--- config.mk ---
export PLATFORM = sky130hd
export DESIGN_NAME = banked_register_file_exception_entry_unit_flat
export DESIGN_NICKNAME = d
export VERILOG_FILES = /design/src/rtl/brfee_pkg.sv /design/src/rtl/brfee_in_if.sv /design/src/rtl/brfee_out_if.sv /design/src/rtl/banked_register_file_exception_entry_unit.sv /design/src/rtl/brfee_ctrl.sv /design/src/rtl/brfee_dp.sv /design/src/flat_wrapper.sv
export SDC_FILE = /design/constraint.sdc
export NUM_CORES = 2
export LEC_CHECK = 0
export BUFFER_PORTS_ARGS = -buffer_cell sky130_fd_sc_hd__buf_4
export CAP_MARGIN = 10
export CORE_UTILIZATION = 40
export DETAILED_ROUTE_END_ITERATION = 10
export PLACE_DENSITY_LB_ADDON = 0.2
export SETUP_SLACK_MARGIN = 0.3
export SLEW_MARGIN = 10
export SYNTH_ARGS = -nofsm -noshare
export SYNTH_HDL_FRONTEND = slang
export SYNTH_SLANG_ARGS = --single-unit
--- constraint.sdc ---
create_clock -name clk_i -period 9.55 [get_ports clk_i]
set_clock_uncertainty 0.1 [all_clocks]
set_input_delay 0.4775 -clock clk_i [delete_from_list [all_inputs] [get_ports clk_i]]
set_output_delay 0.4775 -clock clk_i [all_outputs]
set_load 0.03 [all_outputs]
--- src/rtl/brfee_pkg.sv ---
// ----------------------------------------------------------------------------
// brfee_pkg
// Shared types and constants of the banked register file with exception
// entry: operation codes, mode codes, entry constants and bank mapping.
// ----------------------------------------------------------------------------
package brfee_pkg;

  typedef enum logic [2:0] {
    FN_READ       = 3'd0,
    FN_WRITE      = 3'd1,
    FN_SET_MODE   = 3'd2,
    FN_UNDEF      = 3'd3,
    FN_ABORT      = 3'd4,
    FN_IRQ        = 3'd5,
    FN_WR_STATUS  = 3'd6,
    FN_WR_SAVED   = 3'd7
  } func_e;

  localparam logic [4:0] MODE_USER = 5'h10;
  localparam logic [4:0] MODE_FIQ  = 5'h11;
  localparam logic [4:0] MODE_IRQ  = 5'h12;
  localparam logic [4:0] MODE_SVC  = 5'h13;
  localparam logic [4:0] MODE_ABT  = 5'h17;
  localparam logic [4:0] MODE_UND  = 5'h1B;
  localparam logic [4:0] MODE_SYS  = 5'h1F;

  localparam logic [31:0] MODE_FIELD = 32'h0000_001F;
  localparam logic [31:0] T_BIT      = 32'h0000_0020;
  localparam int unsigned I_BIT_POS  = 7;

  localparam logic [31:0] ENTER_UND = 32'h0000_009B;
  localparam logic [31:0] ENTER_ABT = 32'h0000_0097;
  localparam logic [31:0] ENTER_IRQ = 32'h0000_0092;

  localparam logic [31:0] VEC_UND = 32'hFFFF_0004;
  localparam logic [31:0] VEC_ABT = 32'hFFFF_0010;
  localparam logic [31:0] VEC_IRQ = 32'hFFFF_0018;

  localparam logic [31:0] STATUS_RESET = 32'h0000_001F;
  localparam logic [31:0] RET_OFFSET   = 32'd4;

  localparam int unsigned USER_DEPTH  = 16;
  localparam int unsigned FIQ_DEPTH   = 7;
  localparam int unsigned PAIR_DEPTH  = 8;
  localparam int unsigned SAVED_DEPTH = 5;

  typedef struct packed {
    logic       vld;
    logic [2:0] idx;
  } slot_t;

  // Controller to datapath
  typedef struct packed {
    logic exec;
  } ctl_cmd_t;

  // r13/r14 pair bank of a mode
  function automatic slot_t pair_slot(input logic [4:0] mode);
    slot_t s;
    s.vld = 1'b1;
    s.idx = 3'd0;
    case (mode)
      MODE_IRQ: s.idx = 3'd0;
      MODE_SVC: s.idx = 3'd1;
      MODE_ABT: s.idx = 3'd2;
      MODE_UND: s.idx = 3'd3;
      default:  s.vld = 1'b0;
    endcase
    return s;
  endfunction

  // saved status slot of a mode
  function automatic slot_t saved_slot(input logic [4:0] mode);
    slot_t s;
    s.vld = 1'b1;
    s.idx = 3'd0;
    case (mode)
      MODE_FIQ: s.idx = 3'd0;
      MODE_IRQ: s.idx = 3'd1;
      MODE_SVC: s.idx = 3'd2;
      MODE_ABT: s.idx = 3'd3;
      MODE_UND: s.idx = 3'd4;
      default:  s.vld = 1'b0;
    endcase
    return s;
  endfunction

endpackage

--- src/rtl/brfee_in_if.sv ---
// ----------------------------------------------------------------------------
// brfee_in_if
// Request channel of the banked register file: one operation per request.
// ----------------------------------------------------------------------------
interface brfee_in_if;
  logic        valid;
  logic        ready;
  logic [2:0]  func;
  logic [3:0]  reg_index;
  logic [31:0] write_value;
  logic [4:0]  new_mode;

  modport source (output valid, output func, output reg_index, output write_value,
                  output new_mode, input ready);
  modport sink   (input valid, input func, input reg_index, input write_value,
                  input new_mode, output ready);
endinterface

--- src/rtl/brfee_out_if.sv ---
// ----------------------------------------------------------------------------
// brfee_out_if
// Result channel of the banked register file: one result per request.
// ----------------------------------------------------------------------------
interface brfee_out_if;
  logic        valid;
  logic        ready;
  logic [31:0] read_value;
  logic [31:0] status_word;
  logic [31:0] saved_status;
  logic        exception_taken;

  modport source (output valid, output read_value, output status_word,
                  output saved_status, output exception_taken, input ready);
  modport sink   (input valid, input read_value, input status_word,
                  input saved_status, input exception_taken, output ready);
endinterface

--- src/rtl/banked_register_file_exception_entry_unit.sv ---
// ----------------------------------------------------------------------------
// banked_register_file_exception_entry_unit
// Mode-banked register file with exception entry for an emulated core.
// ----------------------------------------------------------------------------
// Each request reads or writes one register through the current mode's
// banking, switches mode, writes the status or saved status word, or takes
// an undefined, abort or IRQ entry; each produces exactly one result. A
// request executes in the cycle it is accepted and its result appears in
// the result register on the next cycle, so the unit sustains one request
// per cycle; a new request is taken whenever the result register is empty
// or its result is being taken in the same cycle. All banks are flip-flops
// cleared by reset, so no warm-up is needed.
module banked_register_file_exception_entry_unit
  import brfee_pkg::*;
(
  input  logic clk_i,
  input  logic rst_ni,
  brfee_in_if.sink    in_i,
  brfee_out_if.source out_o
);

  ctl_cmd_t cmd;

  brfee_ctrl u_ctrl (
    .clk_i       (clk_i),
    .rst_ni      (rst_ni),
    .in_valid_i  (in_i.valid),
    .in_ready_o  (in_i.ready),
    .out_valid_o (out_o.valid),
    .out_ready_i (out_o.ready),
    .cmd_o       (cmd)
  );

  brfee_dp u_dp (
    .clk_i             (clk_i),
    .rst_ni            (rst_ni),
    .cmd_i             (cmd),
    .func_i            (in_i.func),
    .reg_index_i       (in_i.reg_index),
    .write_value_i     (in_i.write_value),
    .new_mode_i        (in_i.new_mode),
    .read_value_o      (out_o.read_value),
    .status_word_o     (out_o.status_word),
    .saved_status_o    (out_o.saved_status),
    .exception_taken_o (out_o.exception_taken)
  );

endmodule

--- src/rtl/brfee_ctrl.sv ---
// ----------------------------------------------------------------------------
// brfee_ctrl
// Handshake controller: issues one execute command per accepted request and
// tracks whether the result register holds an untaken result.
// ----------------------------------------------------------------------------
module brfee_ctrl
  import brfee_pkg::*;
(
  input  logic     clk_i,
  input  logic     rst_ni,
  input  logic     in_valid_i,
  output logic     in_ready_o,
  output logic     out_valid_o,
  input  logic     out_ready_i,
  output ctl_cmd_t cmd_o
);

  typedef enum logic {
    ST_EMPTY,
    ST_FULL
  } state_e;

  state_e state_q, state_d;
  logic   accept;

  // A held result that leaves this cycle frees the result register.
  assign in_ready_o = (state_q == ST_EMPTY) || out_ready_i;
  assign accept     = in_valid_i && in_ready_o;
  assign cmd_o.exec = accept;

  always_comb begin
    state_d = state_q;
    case (state_q)
      ST_EMPTY: if (accept) state_d = ST_FULL;
      ST_FULL:  if (out_ready_i && !accept) state_d = ST_EMPTY;
      default:  state_d = ST_EMPTY;
    endcase
  end

  always_ff @(posedge clk_i or negedge rst_ni) begin
    if (!rst_ni) begin
      state_q     <= ST_EMPTY;
      out_valid_o <= 1'b0;
    end else begin
      state_q     <= state_d;
      out_valid_o <= (state_d == ST_FULL);
    end
  end

endmodule

--- src/rtl/brfee_dp.sv ---
// ----------------------------------------------------------------------------
// brfee_dp
// Datapath: register banks, status words, mode register, bank mapping,
// exception entry and the result register.
// ----------------------------------------------------------------------------
module brfee_dp
  import brfee_pkg::*;
(
  input  logic        clk_i,
  input  logic        rst_ni,
  input  ctl_cmd_t    cmd_i,
  input  logic [2:0]  func_i,
  input  logic [3:0]  reg_index_i,
  input  logic [31:0] write_value_i,
  input  logic [4:0]  new_mode_i,
  output logic [31:0] read_value_o,
  output logic [31:0] status_word_o,
  output logic [31:0] saved_status_o,
  output logic        exception_taken_o
);

  logic [31:0] user_q  [USER_DEPTH];
  logic [31:0] user_d  [USER_DEPTH];
  logic [31:0] fiq_q   [FIQ_DEPTH];
  logic [31:0] fiq_d   [FIQ_DEPTH];
  logic [31:0] pair_q  [PAIR_DEPTH];
  logic [31:0] pair_d  [PAIR_DEPTH];
  logic [31:0] saved_q [SAVED_DEPTH];
  logic [31:0] saved_d [SAVED_DEPTH];
  logic [31:0] status_q, status_d;
  logic [4:0]  mode_q, mode_d;

  logic [31:0] rd_d;
  logic        taken_d;
  logic [31:0] pc;
  logic        in_fiq;
  slot_t       cur_pair, cur_saved, new_saved;
  slot_t       ent_pair, ent_saved;
  logic [2:0]  pair_idx;
  logic        ent;
  logic [4:0]  ent_mode;
  logic [31:0] ent_bits, ent_ret, ent_vec;

  assign pc        = user_q[15];
  assign cur_pair  = pair_slot(mode_q);
  assign cur_saved = saved_slot(mode_q);
  assign ent_pair  = pair_slot(ent_mode);
  assign ent_saved = saved_slot(ent_mode);
  // r8-r14 in FIQ mode
  assign in_fiq    = (mode_q == MODE_FIQ) && reg_index_i[3] && (reg_index_i != 4'd15);
  // r13 -> even slot, r14 -> odd slot of the pair
  assign pair_idx  = {cur_pair.idx[1:0], ~reg_index_i[0]};

  always_comb begin
    user_d   = user_q;
    fiq_d    = fiq_q;
    pair_d   = pair_q;
    saved_d  = saved_q;
    status_d = status_q;
    mode_d   = mode_q;
    rd_d     = '0;
    taken_d  = 1'b0;
    ent      = 1'b0;
    ent_mode = MODE_UND;
    ent_bits = ENTER_UND;
    ent_ret  = pc;
    ent_vec  = VEC_UND;

    case (func_e'(func_i))
      FN_READ: begin
        if (in_fiq) rd_d = fiq_q[reg_index_i[2:0]];
        else if (cur_pair.vld && (reg_index_i == 4'd13 || reg_index_i == 4'd14))
          rd_d = pair_q[pair_idx];
        else rd_d = user_q[reg_index_i];
      end
      FN_WRITE: begin
        if (in_fiq) fiq_d[reg_index_i[2:0]] = write_value_i;
        else if (cur_pair.vld && (reg_index_i == 4'd13 || reg_index_i == 4'd14))
          pair_d[pair_idx] = write_value_i;
        else user_d[reg_index_i] = write_value_i;
      end
      FN_SET_MODE: mode_d = new_mode_i;
      FN_UNDEF: ent = 1'b1;
      FN_ABORT: begin
        ent      = 1'b1;
        ent_mode = MODE_ABT;
        ent_bits = ENTER_ABT;
        ent_ret  = pc + RET_OFFSET;
        ent_vec  = VEC_ABT;
      end
      FN_IRQ: begin
        ent      = !status_q[I_BIT_POS];
        ent_mode = MODE_IRQ;
        ent_bits = ENTER_IRQ;
        ent_ret  = pc + RET_OFFSET;
        ent_vec  = VEC_IRQ;
      end
      FN_WR_STATUS: status_d = write_value_i;
      FN_WR_SAVED: if (cur_saved.vld) saved_d[cur_saved.idx] = write_value_i;
      default: ;
    endcase

    // Entry modes always have a pair bank and a saved status.
    if (ent) begin
      pair_d[{ent_pair.idx[1:0], 1'b1}] = ent_ret;
      saved_d[ent_saved.idx]            = status_q;
      status_d = ((status_q & ~MODE_FIELD) | ent_bits) & ~T_BIT;
      mode_d   = ent_mode;
      user_d[15] = ent_vec;
      taken_d  = 1'b1;
    end
  end

  assign new_saved = saved_slot(mode_d);

  always_ff @(posedge clk_i or negedge rst_ni) begin
    if (!rst_ni) begin
      for (int i = 0; i < USER_DEPTH; i++)  user_q[i]  <= '0;
      for (int i = 0; i < FIQ_DEPTH; i++)   fiq_q[i]   <= '0;
      for (int i = 0; i < PAIR_DEPTH; i++)  pair_q[i]  <= '0;
      for (int i = 0; i < SAVED_DEPTH; i++) saved_q[i] <= '0;
      status_q <= STATUS_RESET;
      mode_q   <= MODE_SYS;
    end else if (cmd_i.exec) begin
      user_q   <= user_d;
      fiq_q    <= fiq_d;
      pair_q   <= pair_d;
      saved_q  <= saved_d;
      status_q <= status_d;
      mode_q   <= mode_d;
    end
  end

  // result register
  always_ff @(posedge clk_i) begin
    if (cmd_i.exec) begin
      read_value_o      <= rd_d;
      status_word_o     <= status_d;
      saved_status_o    <= new_saved.vld ? saved_d[new_saved.idx] : '0;
      exception_taken_o <= taken_d;
    end
  end

endmodule

--- src/flat_wrapper.sv ---
// flat-port wrapper written by rule: the top's interface ports become plain ports
module banked_register_file_exception_entry_unit_flat import brfee_pkg::*;
  (clk_i, rst_ni, in_i_valid, in_i_func, in_i_reg_index, in_i_write_value, in_i_new_mode, in_i_ready, out_o_valid, out_o_read_value, out_o_status_word, out_o_saved_status, out_o_exception_taken, out_o_ready);
  brfee_in_if in_i_i ();
  brfee_out_if out_o_i ();
  input  logic clk_i;
  input  logic rst_ni;
  input wire logic [$bits(in_i_i.valid)-1:0] in_i_valid;
  input wire logic [$bits(in_i_i.func)-1:0] in_i_func;
  input wire logic [$bits(in_i_i.reg_index)-1:0] in_i_reg_index;
  input wire logic [$bits(in_i_i.write_value)-1:0] in_i_write_value;
  input wire logic [$bits(in_i_i.new_mode)-1:0] in_i_new_mode;
  output wire logic [$bits(in_i_i.ready)-1:0] in_i_ready;
  output wire logic [$bits(out_o_i.valid)-1:0] out_o_valid;
  output wire logic [$bits(out_o_i.read_value)-1:0] out_o_read_value;
  output wire logic [$bits(out_o_i.status_word)-1:0] out_o_status_word;
  output wire logic [$bits(out_o_i.saved_status)-1:0] out_o_saved_status;
  output wire logic [$bits(out_o_i.exception_taken)-1:0] out_o_exception_taken;
  input wire logic [$bits(out_o_i.ready)-1:0] out_o_ready;
  assign in_i_i.valid = in_i_valid;
  assign in_i_i.func = in_i_func;
  assign in_i_i.reg_index = in_i_reg_index;
  assign in_i_i.write_value = in_i_write_value;
  assign in_i_i.new_mode = in_i_new_mode;
  assign in_i_ready = in_i_i.ready;
  assign out_o_valid = out_o_i.valid;
  assign out_o_read_value = out_o_i.read_value;
  assign out_o_status_word = out_o_i.status_word;
  assign out_o_saved_status = out_o_i.saved_status;
  assign out_o_exception_taken = out_o_i.exception_taken;
  assign out_o_i.ready = out_o_ready;
  banked_register_file_exception_entry_unit u_core (.clk_i(clk_i), .rst_ni(rst_ni), .in_i(in_i_i), .out_o(out_o_i));
endmodule
==> flow_summary.toml <==
[critical_path]
cp-end-kind = "register"
arrival_ns = 4.56
r2r_cells = 7
r2r_end = "u_core.u_dp.user_q[100]"
critPathLaunchType = "register"
worstPathRequired_ns = 10.13
path_max_fanout = 17
r2r-start = "u_core.u_ctrl.state_q"
critPathKind = "reg2reg"
r2r_slack_ns = 5.57

[clocking]
cts_tree = "yes"
cts_root_buf = "clkbuf_16"
path_clk_slew_ns = 0.06
cts-htree-levels = 4
cts_buffers = 147
clock_latency_ns = 0.80
clkSinkCount = 1287
cts_buffer_depth = 3

[timing]
finalHoldViolCount = 0
fmax_mhz = 251
min_period_ns = 3.98
finalSetupViolations = 0
hold_slack_ns = 0.0717
rsz0062_at_grt = "false"
max_slew_margin_pct = 22.0
min_period_over_period_pct = 41.7
drv_slew = 0
setup_tns_ns = 0
worst_slew_pin_slew_ns = 1.17

[routing]
totalWireLength_mm = 189
via_per_inst = 5.87
drc = 0
ant_nets = 0
drt_iter0_markers = 3352
vias = 40000
routedWlPerCell_um = 27.7
drtPass1Iterations = 6

[worst_hold_path]
whs_endpoint = "u_core.u_dp.mode_q[1]"
min_from = "in_i_new_mode[1]"
whs_path_depth = 5
min_path_type = "in2reg"

[cells_and_area]
area_growth_pct = 12.6
final_common_cell = "dfrtp_1"
final_core_util_pct = 45.5
finalInstanceArea_mm2 = 0.0693
final_nets = 4714
drive_above_1_share_pct = 36.2
final_cell_mix = "dfrtp_1, mux2_2, nand2_1"

[pwr]
powerDensity_mw_per_mm2 = 211
leakage_nw = 31.9
vdd_drop_max_mv = 0.185

[synthesis]
synth_cell_types = 67
synth_top_area_share_pct = 48.0
synth.avg_cell_area_um2 = 13.0
async_flop_share_pct = 92.5
ys_ff_latch = 1287
synth_ff_type = "dfrtp_1"
syn-num-nets = 4796
ys.warnings.count = 0
synth_area_mm2 = 0.0615
synth_cells = 4747
ys_seq_area_share_pct = 53.2
yosys.area.top_type = "dfrtp_1"
synth_area_leaders = "dfrtp_1, mux2_2, mux4_2"
synth_edf_count = 97

[die]
dieArea_mm2 = 0.155
core-area_mm2 = 0.152
rows = 143
start_util_pct = 40.4
die_w_um = 394
die_h_um = 394
design.portCount = 147

[placed_design]
hpwl_mm = 109
port_buffers = 146
placed_area_mm2 = 0.0642
gp_congestion = 0.823

[global_routing]
antenna_found_initial = 8
grt_pass1_wl_mm = 281
overflow = 0
grt_max_degree = 160
track_usage_pct = 24.4
grt_pass1_vias = 40200

[flow_run]
cap_violations = 0

[status]
status = "finished clean"
[registers in the layout, summed over array words and instances, names as in the netlist, 160 cells and up]
| name | flops |
|---|---|
| u_core.u_dp.user_q | 480 |
| u_core.u_dp.pair_q | 256 |
| u_core.u_dp.fiq_q | 224 |
| u_core.u_dp.saved_q | 160 |
[report_power, final]
| part | internal [mW] | switching [mW] | total (mW) | leakage [nW] |
|---|---|---|---|---|
| combinational | 0.945 | 1.23 | 2.18 | 12.6 |
| clock | 3.47 | 2.39 | 5.86 | 2.48 |
| sequential | 6.14 | 0.419 | 6.56 | 16.9 |
[metal layers]
layer | vias up | wire [um] | share of wire (%) | global-route usage, %
li1 | 17200 | - | - | -
met1 | 21300 | 84000 | 44 | 34.1
met2 | 1245 | 87800 | 46 | 38.0
met3 | 276 | 12000 | 6.4 | 4.91
met4 | 4 | 5160 | 2.7 | 7.46
met5 | - | 26 | 0.014 | 0
[metrics by stage]
stage	worst slack, ns	total power, mW	std cells
finish	5.57	14.6	6821
global route	5.44	15.2	6820
CTS	5.64	14.7	6820
detailed placement	5.09	8.82	6542
global placement	5.15	8.77	6542
floorplan	4.38	8.01	4747
[cell type report]
class	instances	area (um2)
antenna	1	2.50
clock buffer	217	4390
fill	13600	83000
inverter	9	41.3
multi-input combinational	2979	27100
sequential	1287	32700
timing repair buffer	241	1900
tap	2030	2540
clock inverter	57	619
[kinds of logic (layout without fill, tap and decap cells)]
family / Yosys count / after routing / share of synthesized area, %
adders and majority gates: 1 / 1 / 0.0203
buffers and inverters: 481 / 524 / 3.43
muxes: 1410 / 1410 / 30.2
DFF: 1287 / 1287 / 53.2
AOI/OAI and AO/OA: 644 / 644 / 6.44
xor gates and xnor gates: 28 / 28 / 0.399
and+or+nand+nor: 896 / 896 / 6.32
other: 0 / 1 / 0
[worst max-delay path by stage]
| stage | startpoint | cells after the start | to | slack [ns] |
|---|---|---|---|---|
| 3_5_place_dp | in_i_reg_index[2] | 9 | u_core.u_dp.user_q[100] | 5.09 |
| 5_1_grt | u_core.u_ctrl.state_q | 7 | u_core.u_dp.user_q[100] | 5.44 |
| 6_report | u_core.u_ctrl.state_q | 7 | u_core.u_dp.user_q[100] | 5.57 |
| 4_1_cts | u_core.u_ctrl.state_q | 7 | u_core.u_dp.user_q[100] | 5.64 |
| 3_3_place_gp | in_i_reg_index[2] | 9 | u_core.u_dp.user_q[100] | 5.15 |
| 2_1_floorplan | u_core.u_ctrl.state_q | 6 | u_core.u_dp.exception_taken_o | 4.38 |
[timing repair]
| item | CTS | global route |
|---|---|---|
| setup endpoints to repair | 0 | 0 |
| hold buffers | 4 | 0 |
| buffers inserted | 0 | 0 |
| endpoints found under the hold margin | 116 | 0 |
| resized for setup | 0 | 0 |
[critical path: stages (launching register included)]
cell	delay (ns)
dfrtp_1	0.37
nand2b_1	0.19
and4_1	0.65
o211ai_1	0.27
nor3_1	0.77
nand3_2	0.64
buf_4	0.49
mux2_1	0.36
[cells in the mapped netlist, drive strengths merged (10+ instances only)]
library cell	instances
buf	204
dfrtp	1180
dfstp	10
mux4	256
nand2b	11
a211oi	68
a31oi	93
a21oi	180
edfxtp	97
mux2	1023
and3	15
o21ai	93
nand2	445
nand3	39
o22ai	141
nor3	18
nor2b	39
mux2i	131
nor2	284
a2bb2oi	32
o32ai	13
xor2	21
clkbuf	268
Note: power is estimated with default switching activity, not from simulation.
